==> src/rtl/gbn_pkg.sv <==
`timescale 1ns / 1ps

package gbn_pkg;

	typedef enum logic [1:0] {
		OP_SEND = 2'd0,
		OP_ACK  = 2'd1,
		OP_TICK = 2'd2,
		OP_RSVD = 2'd3
	} op_t;

	typedef enum logic [2:0] {
		KIND_SEND   = 3'd0,
		KIND_RETX   = 3'd1,
		KIND_REFUSE = 3'd2,
		KIND_ACK    = 3'd3,
		KIND_IDLE   = 3'd4
	} kind_t;

	// configuration register indexes
	localparam logic CFG_WINDOW_LIMIT  = 1'b0;
	localparam logic CFG_TIMEOUT_TICKS = 1'b1;

	localparam logic [4:0]  WINDOW_LIMIT_RST  = 5'd8;
	localparam logic [15:0] TIMEOUT_TICKS_RST = 16'd4;

	typedef enum logic [3:0] {
		S_IDLE  = 4'b0001,
		S_CHECK = 4'b0010,
		S_RETX  = 4'b0100,
		S_SCAN  = 4'b1000
	} state_t;

	typedef struct packed {
		logic accept;
		logic emit_send;
		logic emit_refuse;
		logic emit_idle;
		logic retx_start;
		logic emit_retx;
		logic scan_step;
		logic emit_ack;
	} dp_cmd_t;

	typedef struct packed {
		op_t  op;
		logic timed_out;
		logic has_room;
		logic scan_more;
		logic retx_last;
		logic out_free;
	} dp_status_t;

endpackage

==> src/rtl/gbn_ctrl.sv <==
`timescale 1ns / 1ps

module gbn_ctrl (
	input  logic                clk,
	input  logic                arst_n,
	input  logic                in_valid,
	input  gbn_pkg::op_t        in_op,
	output logic                in_ready,
	input  gbn_pkg::dp_status_t st,
	output gbn_pkg::dp_cmd_t    cmd
);
	import gbn_pkg::*;

	state_t state_q, state_d;

	always_ff @(posedge clk or negedge arst_n) begin
		if (!arst_n) begin
			state_q <= S_IDLE;
		end else begin
			state_q <= state_d;
		end
	end

	always_comb begin
		cmd      = '0;
		state_d  = state_q;
		in_ready = 1'b0;
		unique case (state_q)
			S_IDLE: begin
				in_ready = 1'b1;
				if (in_valid) begin
					cmd.accept = 1'b1;
					// unused code is taken and dropped
					if (in_op != OP_RSVD) begin
						state_d = S_CHECK;
					end
				end
			end
			S_CHECK: begin
				unique case (st.op) inside
					OP_ACK: begin
						state_d = S_SCAN;
					end
					OP_SEND, OP_TICK: begin
						if (st.timed_out) begin
							cmd.retx_start = 1'b1;
							state_d        = S_RETX;
						end else if (st.out_free) begin
							if (st.op == OP_TICK) begin
								cmd.emit_idle = 1'b1;
							end else if (st.has_room) begin
								cmd.emit_send = 1'b1;
							end else begin
								cmd.emit_refuse = 1'b1;
							end
							state_d = S_IDLE;
						end
					end
					default: begin
						state_d = S_IDLE;
					end
				endcase
			end
			S_RETX: begin
				if (st.out_free) begin
					cmd.emit_retx = 1'b1;
					if (st.retx_last) begin
						state_d = S_IDLE;
					end
				end
			end
			S_SCAN: begin
				if (st.scan_more) begin
					cmd.scan_step = 1'b1;
				end else if (st.out_free) begin
					cmd.emit_ack = 1'b1;
					state_d      = S_IDLE;
				end
			end
			default: begin
				state_d = S_IDLE;
			end
		endcase
	end

endmodule

==> src/rtl/gbn_dpath.sv <==
`timescale 1ns / 1ps

module gbn_dpath #(
	parameter int WINDOW_MAX = 16,
	parameter int CNT_W      = $clog2(WINDOW_MAX + 1)
) (
	input  logic                clk,
	input  logic                arst_n,
	input  gbn_pkg::dp_cmd_t    cmd,
	output gbn_pkg::dp_status_t st,
	input  gbn_pkg::op_t        in_op,
	input  logic [31:0]         in_ack,
	input  logic                cfg_wr_en,
	input  logic                cfg_index,
	input  logic [15:0]         cfg_data,
	output logic                out_valid,
	input  logic                out_ready,
	output logic [2:0]          out_kind,
	output logic [31:0]         out_seq,
	output logic [CNT_W-1:0]    out_freed,
	output logic [CNT_W-1:0]    out_outstanding,
	output logic                out_last
);
	import gbn_pkg::*;

	localparam int IDX_W = (WINDOW_MAX > 1) ? $clog2(WINDOW_MAX) : 1;
	localparam int SUM_W = CNT_W + 1;
	localparam int CMP_W = (CNT_W > 5) ? CNT_W : 5;

	logic [4:0]       window_limit_q;
	logic [15:0]      timeout_ticks_q;
	logic [31:0]      base_q, next_q, now_q, ack_q;
	logic [CNT_W-1:0] pending_q, freed_q, idx_q;
	logic [IDX_W-1:0] head_q;
	op_t              op_q;

	logic [31:0]      mem [WINDOW_MAX];
	logic [31:0]      rd_q;
	logic             mem_we;
	logic [IDX_W-1:0] mem_waddr;

	logic             load;
	logic [31:0]      age;
	logic [SUM_W-1:0] idx_next;

	logic [2:0]       res_kind;
	logic [31:0]      res_seq;
	logic [CNT_W-1:0] res_freed;
	logic [CNT_W-1:0] res_outst;
	logic             res_last;

	function automatic logic [IDX_W-1:0] ring_add(input logic [IDX_W-1:0] h,
			input logic [CNT_W-1:0] off);
		logic [SUM_W-1:0] s;
		s = SUM_W'(h) + SUM_W'(off);
		if (s >= SUM_W'(WINDOW_MAX)) begin
			s = s - SUM_W'(WINDOW_MAX);
		end
		return s[IDX_W-1:0];
	endfunction

	always_ff @(posedge clk or negedge arst_n) begin
		if (!arst_n) begin
			window_limit_q  <= WINDOW_LIMIT_RST;
			timeout_ticks_q <= TIMEOUT_TICKS_RST;
		end else if (cfg_wr_en) begin
			if (cfg_index == CFG_WINDOW_LIMIT) begin
				window_limit_q <= cfg_data[4:0];
			end else begin
				timeout_ticks_q <= cfg_data;
			end
		end
	end

	// send-time store, read at the oldest slot every cycle
	assign mem_we    = cmd.emit_send | cmd.emit_retx;
	assign mem_waddr = cmd.emit_retx ? ring_add(head_q, idx_q) : ring_add(head_q, pending_q);

	always_ff @(posedge clk) begin
		if (mem_we) begin
			mem[mem_waddr] <= now_q;
		end
		rd_q <= mem[head_q];
	end

	assign age      = now_q - rd_q;
	assign idx_next = SUM_W'(idx_q) + SUM_W'(1);

	assign st.op        = op_q;
	assign st.timed_out = (pending_q != '0) && (age >= {16'd0, timeout_ticks_q});
	assign st.has_room  = (pending_q < CNT_W'(WINDOW_MAX)) &&
	                      (CMP_W'(pending_q) < CMP_W'(window_limit_q));
	assign st.scan_more = (freed_q < pending_q) && ((base_q + 32'(freed_q)) <= ack_q);
	assign st.retx_last = (idx_next == SUM_W'(pending_q));
	assign st.out_free  = !out_valid || out_ready;

	always_ff @(posedge clk or negedge arst_n) begin
		if (!arst_n) begin
			base_q    <= '0;
			next_q    <= '0;
			now_q     <= '0;
			pending_q <= '0;
			head_q    <= '0;
			freed_q   <= '0;
			idx_q     <= '0;
			op_q      <= OP_RSVD;
			ack_q     <= '0;
		end else begin
			if (cmd.accept) begin
				op_q    <= in_op;
				ack_q   <= in_ack;
				freed_q <= '0;
				if (in_op == OP_TICK) begin
					now_q <= now_q + 32'd1;
				end
			end
			if (cmd.emit_send) begin
				pending_q <= pending_q + CNT_W'(1);
				next_q    <= next_q + 32'd1;
			end
			if (cmd.retx_start) begin
				idx_q <= '0;
			end
			if (cmd.emit_retx) begin
				idx_q <= idx_next[CNT_W-1:0];
			end
			if (cmd.scan_step) begin
				freed_q <= freed_q + CNT_W'(1);
			end
			if (cmd.emit_ack) begin
				base_q    <= base_q + 32'(freed_q);
				head_q    <= ring_add(head_q, freed_q);
				pending_q <= pending_q - freed_q;
			end
		end
	end

	// result register
	assign load = cmd.emit_send | cmd.emit_refuse | cmd.emit_idle | cmd.emit_retx |
	              cmd.emit_ack;

	always_comb begin
		res_kind  = KIND_ACK;
		res_seq   = '0;
		res_freed = '0;
		res_outst = pending_q;
		res_last  = 1'b1;
		if (cmd.emit_send) begin
			res_kind  = KIND_SEND;
			res_seq   = next_q;
			res_outst = pending_q + CNT_W'(1);
		end else if (cmd.emit_refuse) begin
			res_kind = KIND_REFUSE;
		end else if (cmd.emit_idle) begin
			res_kind = KIND_IDLE;
		end else if (cmd.emit_retx) begin
			res_kind = KIND_RETX;
			res_seq  = base_q + 32'(idx_q);
			res_last = st.retx_last;
		end else begin
			res_freed = freed_q;
			res_outst = pending_q - freed_q;
		end
	end

	always_ff @(posedge clk or negedge arst_n) begin
		if (!arst_n) begin
			out_valid <= 1'b0;
		end else if (load) begin
			out_valid <= 1'b1;
		end else if (out_ready) begin
			out_valid <= 1'b0;
		end
	end

	always_ff @(posedge clk) begin
		if (load) begin
			out_kind        <= res_kind;
			out_seq         <= res_seq;
			out_freed       <= res_freed;
			out_outstanding <= res_outst;
			out_last        <= res_last;
		end
	end

endmodule

==> src/rtl/go_back_n_sender_window.sv <==
// Send request or tick without timeout: op registered, decided in S_CHECK once the output is free,
// result then registered; no new item is taken until the controller is back in S_IDLE.
// Ack: the scan tests one window entry per cycle, then the ack result waits for a free output.
// Go-back retransmit: one result per cycle per outstanding entry while the output is free.
// Reset (arst_n low) clears sequence, count, time and ring pointers, window_limit = 8,
// timeout_ticks = 4; the send-time store is not cleared and needs no sweep.
`timescale 1ns / 1ps

module go_back_n_sender_window #(
	parameter int WINDOW_MAX = 16
) (
	input  logic                                 clk,
	input  logic                                 arst_n,
	input  logic                                 in_valid,
	output logic                                 in_ready,
	input  logic [1:0]                           operation,
	input  logic [31:0]                          ack_seq,
	output logic                                 out_valid,
	input  logic                                 out_ready,
	output logic [2:0]                           result_kind,
	output logic [31:0]                          seq_out,
	output logic [$clog2(WINDOW_MAX + 1)-1:0]    freed_count,
	output logic [$clog2(WINDOW_MAX + 1)-1:0]    outstanding,
	output logic                                 last_of_run,
	input  logic                                 cfg_wr_en,
	input  logic                                 cfg_index,
	input  logic [15:0]                          cfg_data
);
	import gbn_pkg::*;

	localparam int CNT_W = $clog2(WINDOW_MAX + 1);

	op_t        in_op;
	dp_cmd_t    cmd;
	dp_status_t st;

	assign in_op = op_t'(operation);

	gbn_ctrl u_ctrl (
		.clk      (clk),
		.arst_n   (arst_n),
		.in_valid (in_valid),
		.in_op    (in_op),
		.in_ready (in_ready),
		.st       (st),
		.cmd      (cmd)
	);

	gbn_dpath #(
		.WINDOW_MAX (WINDOW_MAX),
		.CNT_W      (CNT_W)
	) u_dpath (
		.clk             (clk),
		.arst_n          (arst_n),
		.cmd             (cmd),
		.st              (st),
		.in_op           (in_op),
		.in_ack          (ack_seq),
		.cfg_wr_en       (cfg_wr_en),
		.cfg_index       (cfg_index),
		.cfg_data        (cfg_data),
		.out_valid       (out_valid),
		.out_ready       (out_ready),
		.out_kind        (result_kind),
		.out_seq         (seq_out),
		.out_freed       (freed_count),
		.out_outstanding (outstanding),
		.out_last        (last_of_run)
	);

endmodule

==> config.mk <==
export PLATFORM = sky130hd
export DESIGN_NAME = go_back_n_sender_window
export DESIGN_NICKNAME = d
export VERILOG_FILES = /design/src/rtl/gbn_pkg.sv /design/src/rtl/gbn_ctrl.sv /design/src/rtl/gbn_dpath.sv /design/src/rtl/go_back_n_sender_window.sv
export SDC_FILE = /design/constraint.sdc
export NUM_CORES = 1
export LEC_CHECK = 0
export BUFFER_PORTS_ARGS = -buffer_cell sky130_fd_sc_hd__buf_2
export CORE_MARGIN = 1
export CORE_UTILIZATION = 45
export CTS_BUF_LIST = sky130_fd_sc_hd__clkbuf_8
export CTS_CLUSTER_DIAMETER = 120
export DETAILED_ROUTE_END_ITERATION = 10
export PLACE_DENSITY = 0.7
export SYNTH_ARGS = -nofsm -noshare
export SYNTH_HDL_FRONTEND = slang
export SYNTH_SLANG_ARGS = --single-unit
==> constraint.sdc <==
create_clock -name clk -period 9.25 [get_ports clk]
set_input_delay 1.85 -clock clk [delete_from_list [all_inputs] [get_ports clk]]
set_output_delay 1.85 -clock clk [all_outputs]
set_load 0.005 [all_outputs]
==> flow_summary.yaml, run 1 <==
outcome:
  status: "completed"
floorplan:
  start_util_pct: 45.51
  die_x_um: 279.4
  fp.dieH_um: 279.4
  core_sq_mm: 0.07608
  pin_count: 104
  dieArea_sq_mm: 0.07805
  rows: 101
logic_synthesis:
  yosys_warnings: 0
  netlist_top_cells_count: "edfxtp_1, dfrtp_1, mux4_2"
  synthDominantCellAreaShare_pct: 48.40
  synth.area.top_cells: "edfxtp_1, dfrtp_1, mux4_2"
  syn_inst: 2325
  seq_area_frac_synth_pct: 62.92
  async_reset_ff_share_pct: 22.88
  synth-edff-count: 558
  ys_ff_latch: 765
  ys_types: 81
  synth_ff_type: "edfxtp_1"
  synth_top_area_cell: "edfxtp_1"
  avgSynthCellArea_sq_um: 14.89
  syn-cell-area_sq_mm: 0.03462
  synth_nets: 2497
  synth_most_common_cell: "edfxtp_1"
clock_network:
  clk-insertion-delay-late_ns: 0.77
  ctsHtreeMaxLevel: 3
  cts_resized: 0
  cts_max_path_buffers: 3
  cts_setup_buffers: 0
  numCtsBuffers: 118
  hold_buffers: 0
  clock-root-buffer: "clkbuf_8"
  cts_tree: "yes"
  clk_pin_slew_ns: 0.06
  cts_sinks: 765
setup_path:
  cp_slowest_cell: "nor2_4"
  worst-setup-path-type: "flop to flop"
  crit_family: "compound AO/OA/AOI/OAI gates"
  startpoint: "u_dpath.now_q[4]"
  crit_fanout: 56
  path_buf_inv: 1
  path_cells: "ha_1 > a21o_1 > a31o_2 > o21a_1 > o21ai_0 > nand2b_1 > a21oi_1 > o21bai_1 > xor2_1 > ha_1 > and3_1 > a221oi_1 > o32ai_1 > nor4_1 > o21a_1 > o2111a_1 > nand4_1 > nor4_4 > o2111a_2 > buf_4 > o211ai_1 > nor2_4"
  worst_ep_required_time_ns: 9.54
  crit_path_start_kind: "flop"
  crit_arrival_ns: 7.78
  rr_startpoint: "u_dpath.now_q[4]"
  max_stage_delay_ns: 1.09
  critPathCaptureType: "flop"
routing:
  wl_per_cell_um: 22.54
  drt_pass1_iterations: 5
  antenna_left: 0
  routed_via_density: 5.695
  dr_total_vias: 20520
  drc: 0
  drt_iter0_markers: 1806
  routed_wl_um: 81220
final_layout:
  fillCellCount: 6216
  drive_above_1_share_pct: 22.67
  area_growth_pct: 12.92
  nNetsFinal: 2638
placement:
  gp_congestion: 0.9084
  port_buffers: 103
  dp_hpwl_um: 52590
sta:
  setup_violations: 0
  finalSetupTns_ns: 0
  fin_skew_ns: 0.1018
  drv_slew: 0
  rsz0062_at_grt: "false"
  hold_viol: 0
  fmax_mhz: 133.6
  fin_crit_ns: 7.484
  slew_headroom_pct: 14.54
  min_period_over_period_pct: 80.91
  worst_pin_slew_ns: 1.279
power:
  ir_drop_mv: 0.1240
  total_power_mw: 8.138
  power_density_mw_per_mm2: 208.2
  power.leakage_nw: 13.91
global_routing:
  grt.overflow.total: 0
  grt_pass1_wl_um: 124600
  grt_max_degree: 108
  grt_antenna_before_repair: 5
  grt_use_total_pct: 20.96
  grt_pass1_vias: 20650
job:
  maxCapViolations: 0
min_path:
  hold_path.class: "flop to flop"
  hold_start: "u_dpath.next_q[31]"
## final timing paths
| path | endpoint | slack (ns) | depth (start not counted) |
|---|---|---|---|
| max | u_dpath.mem[0][22] | 1.77 | 22 |
| min | u_dpath.next_q[31] | 0.47 | 1 |
| max in group asynchronous | u_dpath.head_q[1] | 6.37 | 2 |
| min in group asynchronous | u_dpath.window_limit_q[4] | 1.23 | 1 |
| max reg2reg | u_dpath.mem[0][22] | 1.77 | 22 |
| min reg2reg | u_dpath.next_q[31] | 0.47 | 1 |
## layer usage
metal | wire length, um | global-route usage (%) | part of all wire (%) | vias to the layer above
met5 | 0 | 0 | 0 | -
met4 | 1286 | 5.044 | 1.6 | 0
met3 | 6049 | 3.903 | 7.4 | 114
met2 | 38550 | 33.26 | 47 | 753
met1 | 35330 | 29.99 | 43 | 10560
li1 | - | - | - | 9090
## layout make-up
| class | count | area (sq um) | area share (%) |
|---|---|---|---|
| diodes | 1 | 2.502 | 0.006401 |
| clock buffers | 136 | 1872 | 4.788 |
| clock inverters | 90 | 858.3 | 2.196 |
| inverters | 130 | 488.0 | 1.248 |
| multi-input cells | 1321 | 12070 | 30.86 |
| flip-flops and latches | 765 | 21790 | 55.74 |
| well taps | 1030 | 1289 | 3.297 |
| repair buffers | 130 | 726.9 | 1.859 |
## sequential cells by signal (all words and copies together), names as in the netlist, 2 cells and up
signal and flops:
u_dpath.pending_q 5, u_dpath.head_q 4, u_dpath.base_q 32, u_dpath.window_limit_q 5, u_dpath.out_kind 3, u_dpath.out_outstanding 5
u_dpath.now_q 32, u_dpath.out_freed 5, u_dpath.freed_q 5, u_dpath.out_seq 32, u_dpath.timeout_ticks_q 16, u_dpath.rd_q 32
u_dpath.next_q 32, u_ctrl.state_q 4, u_dpath.op_q 2, u_dpath.ack_q 32, u_dpath.mem 512, u_dpath.idx_q 5
## cell usage in the layout (no fill, tap or decap), types with 27 or more instances in the layout
cell / n
nand2_1: 153
a21o_1: 31
mux2_2: 59
edfxtp_1: 558
dfxtp_1: 32
dfrtp_1: 166
a21oi_1: 66
inv_1: 158
buf_2: 102
xor2_1: 71
ha_1: 110
xnor2_1: 121
buf_4: 27
clkbuf_8: 137
o21ai_0: 55
nor2_1: 86
mux4_2: 160
nand3_1: 63
nand4_1: 54
## metrics by stage
stage	cell area [sq um]	hold slack, ns	worst slack [ns]	instances	util, %
floorplan	34620	0.4415	1.013	2325	-
global placement	36350	0.4564	1.995	3376	47.79
detailed placement	36350	0.4577	1.874	3376	47.79
CTS	39090	0.4700	1.746	3602	51.38
global route	39090	0.4991	1.284	3603	51.39
finish	39090	0.4690	1.766	3603	51.39
## where the power goes
part | switching, mW | total, mW | internal (mW)
Combinational | 0.531 | 0.940 | 0.409
Clock | 1.39 | 3.16 | 1.77
Sequential | 0.185 | 4.04 | 3.86
## kinds of logic after synthesis
kind of cell | count (synthesis) | share of synthesized area [%]
simple gates | 505 | 7.177
fa+ha+maj | 116 | 4.322
compound gates | 276 | 5.385
buf+inv | 239 | 2.620
flops | 765 | 62.92
mux | 231 | 12.67
xor+xnor | 193 | 4.904
(Power assumes the default switching activity.)
==> inputs of run 2 (changes only) <==
--- a/config.mk
+++ b/config.mk
@@ -5,6 +5,7 @@
 export SDC_FILE = /design/constraint.sdc
 export NUM_CORES = 1
 export LEC_CHECK = 0
+export ABC_AREA = 1
 export BUFFER_PORTS_ARGS = -buffer_cell sky130_fd_sc_hd__buf_2
 export CORE_MARGIN = 1
 export CORE_UTILIZATION = 45
==> constraint.sdc (replaced) <==
create_clock -name clk -period 7.4 [get_ports clk]
set_input_delay 1.48 -clock clk [delete_from_list [all_inputs] [get_ports clk]]
set_output_delay 1.48 -clock clk [all_outputs]
set_load 0.005 [all_outputs]
==> flow_summary.yaml, run 2 <==
clock_network:
  cts_max_path_buffers: 3
  clock-root-buffer: "clkbuf_8"
  hold_buffers: 0
  numCtsBuffers: 119
  clk-insertion-delay-late_ns: 0.80
  clk_pin_slew_ns: 0.07
  cts_setup_buffers: 0
  cts_resized: 0
  cts_sinks: 765
  cts_tree: "yes"
  ctsHtreeMaxLevel: 3
power:
  p_seq_share_pct: 44.0
  comb_power_share_pct: 26.9
  power.leakage_nw: 15.94
  swShare_pct: 34.80
  p_sw_mw: 4.187
  ir_drop_mv: 0.1649
  power_density_mw_per_mm2: 296.0
  p_int_mw: 7.844
  clkPwrFrac_pct: 29.1
global_routing:
  grt_pass1_vias: 24680
  grt_pass1_wl_um: 143100
  grt_max_degree: 170
  grt_antenna_before_repair: 4
  grt.overflow.total: 0
  grt_use_total_pct: 22.76
sta:
  fin_skew_ns: 0.1210
  hold_viol: 0
  fin_crit_ns: 5.810
  slew_headroom_pct: 20.28
  finalSetupTns_ns: 0
  fmax_mhz: 172.1
  setup_violations: 0
  rsz0062_at_grt: "false"
  drv_slew: 0
  worst_pin_slew_ns: 1.193
  min_period_over_period_pct: 78.51
routing:
  drc: 0
  drt_pass1_iterations: 5
  dr_total_vias: 25820
  routed_via_density: 5.371
  drt_iter0_markers: 2735
  antenna_left: 0
  wl_per_cell_um: 19.56
  routed_wl_um: 94050
setup_path:
  critPathCaptureType: "flop"
  max_stage_delay_ns: 0.97
  crit_fanout: 50
  crit_arrival_ns: 6.14
  cp_slowest_cell: "nor2_4"
  crit_family: "simple AND/OR/NAND/NOR gates"
  crit_path_start_kind: "flop"
  crit_top_cell: "nand2_1"
  path_buf_inv: 3
  worst_ep_required_time_ns: 7.73
  worst-setup-path-type: "flop to flop"
logic_synthesis:
  syn_inst: 3506
  netlist_top_cells_count: "nand2_1, edfxtp_1, inv_1"
  syn-cell-area_sq_mm: 0.03643
  ys_types: 59
  synth_top_area_cell: "edfxtp_1"
  synth.area.top_cells: "edfxtp_1, dfrtp_1, nand2_1"
  avgSynthCellArea_sq_um: 10.39
  yosys_warnings: 0
  synth_nets: 3678
  ys_ff_latch: 765
  seq_area_frac_synth_pct: 59.78
  synthDominantCellAreaShare_pct: 45.99
  synth_most_common_cell: "nand2_1"
  async_reset_ff_share_pct: 22.88
  synth_ff_type: "edfxtp_1"
  synth-edff-count: 558
floorplan:
  dieArea_sq_mm: 0.08211
  core_sq_mm: 0.07952
  pin_count: 104
  rows: 103
  die_x_um: 286.5
  fp.dieH_um: 286.5
  start_util_pct: 45.82
min_path:
  hold_path.class: "flop to flop"
placement:
  gp_congestion: 0.9577
  port_buffers: 103
  dp_hpwl_um: 63580
final_layout:
  nNetsFinal: 3822
  final_cell_mix: "nand2_1, inv_1, edfxtp_1"
  layout_commonest_cell: "nand2_1"
  top_register: "u_dpath.mem"
  largest_register_ffs: 512
  area_growth_pct: 11.56
  utilization_pct: 51.12
  drive_above_1_share_pct: 9.744
outcome:
  status: "completed"
job:
  maxCapViolations: 0
==> run 2: cell types whose count changed after synthesis, moves of 109 or more <==
cell	before	now
nand2_1	154	581
o211ai_1	10	133
inv_1	129	533
mux2i_1	12	128
mux4_2	160	0
nor2_1	99	208
o21ai_0	56	272
a21oi_1	66	196
==> run 2: cell type report <==
| type | count | area [sq um] |
|---|---|---|
| Inverter | 536 | 2014 |
| Sequential cell | 765 | 21790 |
| Timing Repair Buffer | 145 | 852.1 |
| Antenna cell | 1 | 2.502 |
| Clock inverter | 88 | 493.0 |
| Multi-Input combinational cell | 2083 | 12260 |
| Tap cell | 1050 | 1314 |
| Clock buffer | 139 | 1913 |
| Fill cell | 6991 | 38870 |
==> run 2: worst paths after layout <==
| kind | from | endpoint | slack, ns | cells after the start |
|---|---|---|---|---|
| max in group asynchronous | arst_n | u_dpath.ack_q[29] | 5.15 | 2 |
| min reg2reg | u_dpath.next_q[2] | u_dpath.next_q[2] | 0.48 | 1 |
| min in group asynchronous | arst_n | u_dpath.timeout_ticks_q[6] | 0.80 | 1 |
| max reg2reg | u_dpath.now_q[0] | u_dpath.mem[5][23] | 1.59 | 26 |
| max | u_dpath.now_q[0] | u_dpath.mem[5][23] | 1.59 | 26 |
| min | u_dpath.next_q[2] | u_dpath.next_q[2] | 0.48 | 1 |
==> run 2: cells by family (layout without fill, tap and decap cells) <==
group | count (synthesis) | after routing | share of synthesized area [%]
AOI/OAI and AO/OA | 660 | 660 | 10.31
buffers and inverters | 658 | 908 | 6.896
other | 0 | 1 | 0
adders and majority gates | 116 | 116 | 4.107
DFF | 765 | 765 | 59.78
and+or+nand+nor | 1050 | 1050 | 12.29
xor gates and xnor gates | 129 | 129 | 3.101
muxes | 128 | 128 | 3.516
==> run 2: power by group through the flow <==
stage	sequential, mW	clock, mW	combinational (mW)
floorplan	5.23	0	2.32
global placement	5.37	0	3.15
detailed placement	5.37	0	3.20
CTS	5.29	3.55	3.22
global route	5.33	3.75	3.65
finish	5.30	3.50	3.23
==> run 2: worst register-to-register path: stages, from the launching register on <==
cell and delay, ns:
dfrtp_1 0.74, inv_1 0.18, ha_1 0.26, fa_1 0.43, inv_1 0.12, nand2_1 0.06, nand3_1 0.13, nand2_1 0.07
nand2_1 0.11, xor2_1 0.18, ha_1 0.25, nand2_1 0.07, nor2_1 0.05, a211oi_1 0.18, nand2_1 0.08, nor2_1 0.08
nand2_1 0.07, nor2_1 0.08, nand2_1 0.05, nor2_1 0.08, nand2_1 0.11, nand2_4 0.14, nand3_4 0.06, buf_4 0.32
nand2_2 0.22, nand2_1 0.24, nor2_4 0.97
==> run 2: routing by layer <==
metal | global-route usage, % | wire, um
met5 | 0 | 0
met4 | 6.390 | 2047
met3 | 4.928 | 8482
met2 | 35.82 | 42770
met1 | 31.71 | 40750
==> run 2: stage by stage <==
stage | hold slack [ns] | power, mW | worst slack (ns) | std cells | instance area (sq um)
after floorplan | 0.4416 | 7.550 | 1.921 | 3506 | 36430
after global placement | 0.4550 | 8.515 | 1.773 | 4579 | 38240
after detailed placement | 0.4701 | 8.573 | 1.626 | 4579 | 38240
after CTS | 0.4778 | 12.06 | 1.574 | 4806 | 40640
after global routing | 0.4997 | 12.73 | 1.132 | 4807 | 40650
final | 0.4751 | 12.03 | 1.590 | 4807 | 40650
==> inputs of run 3 (changes only) <==
--- a/config.mk
+++ b/config.mk
@@ -12,7 +12,7 @@
 export CTS_BUF_LIST = sky130_fd_sc_hd__clkbuf_8
 export CTS_CLUSTER_DIAMETER = 120
 export DETAILED_ROUTE_END_ITERATION = 10
-export PLACE_DENSITY = 0.7
+export PLACE_DENSITY = 0.72
 export SYNTH_ARGS = -nofsm -noshare
 export SYNTH_HDL_FRONTEND = slang
 export SYNTH_SLANG_ARGS = --single-unit
==> constraint.sdc (replaced) <==
create_clock -name clk -period 5 [get_ports clk]
set_input_delay 1 -clock clk [delete_from_list [all_inputs] [get_ports clk]]
set_output_delay 1 -clock clk [all_outputs]
set_load 0.005 [all_outputs]
==> flow_summary.yaml, run 3 (same netlist as run 2, synthesis figures left out) <==
sta:
  fin_crit_ns: 4.587
  fmax_mhz: 218.0
  slew_headroom_pct: 33.44
  finalSetupTns_ns: 0
  setup_violations: 0
  fin_skew_ns: 0.08543
  drv_slew: 0
  hold_viol: 0
  rsz0062_at_grt: "false"
  min_period_over_period_pct: 91.74
  whs_ns: 0.2936
  worst_pin_slew_ns: 0.9984
setup_path:
  worst-setup-path-type: "flop to flop"
  crit_family: "simple AND/OR/NAND/NOR gates"
  crit_path_start_kind: "flop"
  crit_fanout: 18
  critPathCaptureType: "flop"
  cp_num_cells: 29
  crit_top_cell: "nand2_1"
  cp_slowest_cell: "fa_1"
  crit_arrival_ns: 5.26
  worst_ep_required_time_ns: 5.67
  max_stage_delay_ns: 0.41
  r2r_cells: 29
  path_buf_inv: 6
clock_network:
  hold_buffers: 0
  ctsHtreeMaxLevel: 3
  cts_setup_buffers: 0
  cts_max_path_buffers: 3
  clock-root-buffer: "clkbuf_8"
  clk_pin_slew_ns: 0.07
  clk-insertion-delay-late_ns: 0.78
  cts_resized: 0
  cts_sinks: 765
  cts_tree: "yes"
  numCtsBuffers: 118
routing:
  routed_via_density: 5.277
  antenna_left: 0
  drt_pass1_iterations: 6
  drc: 0
  routed_wl_um: 90370
  wl_per_cell_um: 18.62
  dr_total_vias: 25610
  drt_iter0_markers: 2367
final_layout:
  nNetsFinal: 3866
  fillCellCount: 6910
  final_cell_mix: "nand2_1, inv_1, edfxtp_1"
  top_register: "u_dpath.mem"
  final_cells: 4853
  utilization_pct: 51.79
  layout_commonest_cell: "nand2_1"
  largest_register_ffs: 512
  drive_above_1_share_pct: 11.01
  final_area_sq_mm: 0.04118
  area_growth_pct: 13.02
placement:
  placed_cell_area_sq_mm: 0.03861
  gp_congestion: 0.9816
  dp_hpwl_um: 62180
  port_buffers: 103
  numPlacedInstances: 4624
power:
  ir_drop_mv: 0.2175
  power.leakage_nw: 16.21
  power_density_mw_per_mm2: 440.8
global_routing:
  grt_pass1_vias: 24940
  grt_use_total_pct: 22.09
  grt_max_degree: 123
  grt_antenna_before_repair: 4
  grt.overflow.total: 0
  grt_pass1_wl_um: 141200
job:
  maxCapViolations: 0
floorplan:
  core_sq_mm: 0.07952
  pin_count: 104
  fp.dieH_um: 286.5
  rows: 103
  die_x_um: 286.5
  dieArea_sq_mm: 0.08211
  start_util_pct: 45.82
min_path:
  hold_path.class: "primary input to async pin"
outcome:
  status: "completed"
==> run 3: final cells by class <==
cell class              instances  area (sq um)  share of cell area, %
flip-flops and latches        765         21800                  52.93
diodes                          6         15.01                0.03646
multi-input cells            2083         12300                  29.86
clock buffers                 132          1817                  4.412
inverters                     536          2014                  4.892
repair buffers                190          1235                  2.999
well taps                    1050          1314                  3.190
clock inverters                91         691.9                  1.680
==> run 3: power breakdown <==
part	total (mW)	internal [mW]	switching [mW]
registers	7.70	7.38	0.322
logic	5.02	1.65	3.37
clock network	5.42	2.88	2.54
==> run 3: worst paths after layout <==
| kind | from | endpoint | slack [ns] |
|---|---|---|---|
| hold / removal | arst_n | u_dpath.timeout_ticks_q[13] | 0.29 |
| setup / recovery | u_dpath.base_q[0] | u_dpath.pending_q[4] | 0.41 |
| min in group clk | ack_seq[19] | u_dpath.ack_q[19] | 0.43 |
| setup reg to reg | u_dpath.base_q[0] | u_dpath.pending_q[4] | 0.41 |
| hold reg to reg | u_dpath.next_q[2] | u_dpath.next_q[2] | 0.47 |
| max in group asynchronous | arst_n | u_dpath.next_q[29] | 3.52 |
==> run 3: stage by stage <==
step                      power [mW]  setup WS (ns)
after global placement         12.70         0.2647
after CTS                      18.22         0.1087
after floorplan                11.17        -0.1300
after global routing           19.20        0.04259
after detailed placement       12.78        0.09836
final                          18.15         0.4129
==> run 3: metal layers <==
layer	vias to the layer above	track usage (%)	wire length (um)
li1	12370	-	-
met1	12160	31.29	40320
met2	935	34.25	40580
met3	144	4.189	7247
met4	2	7.019	2208
met5	-	0	13
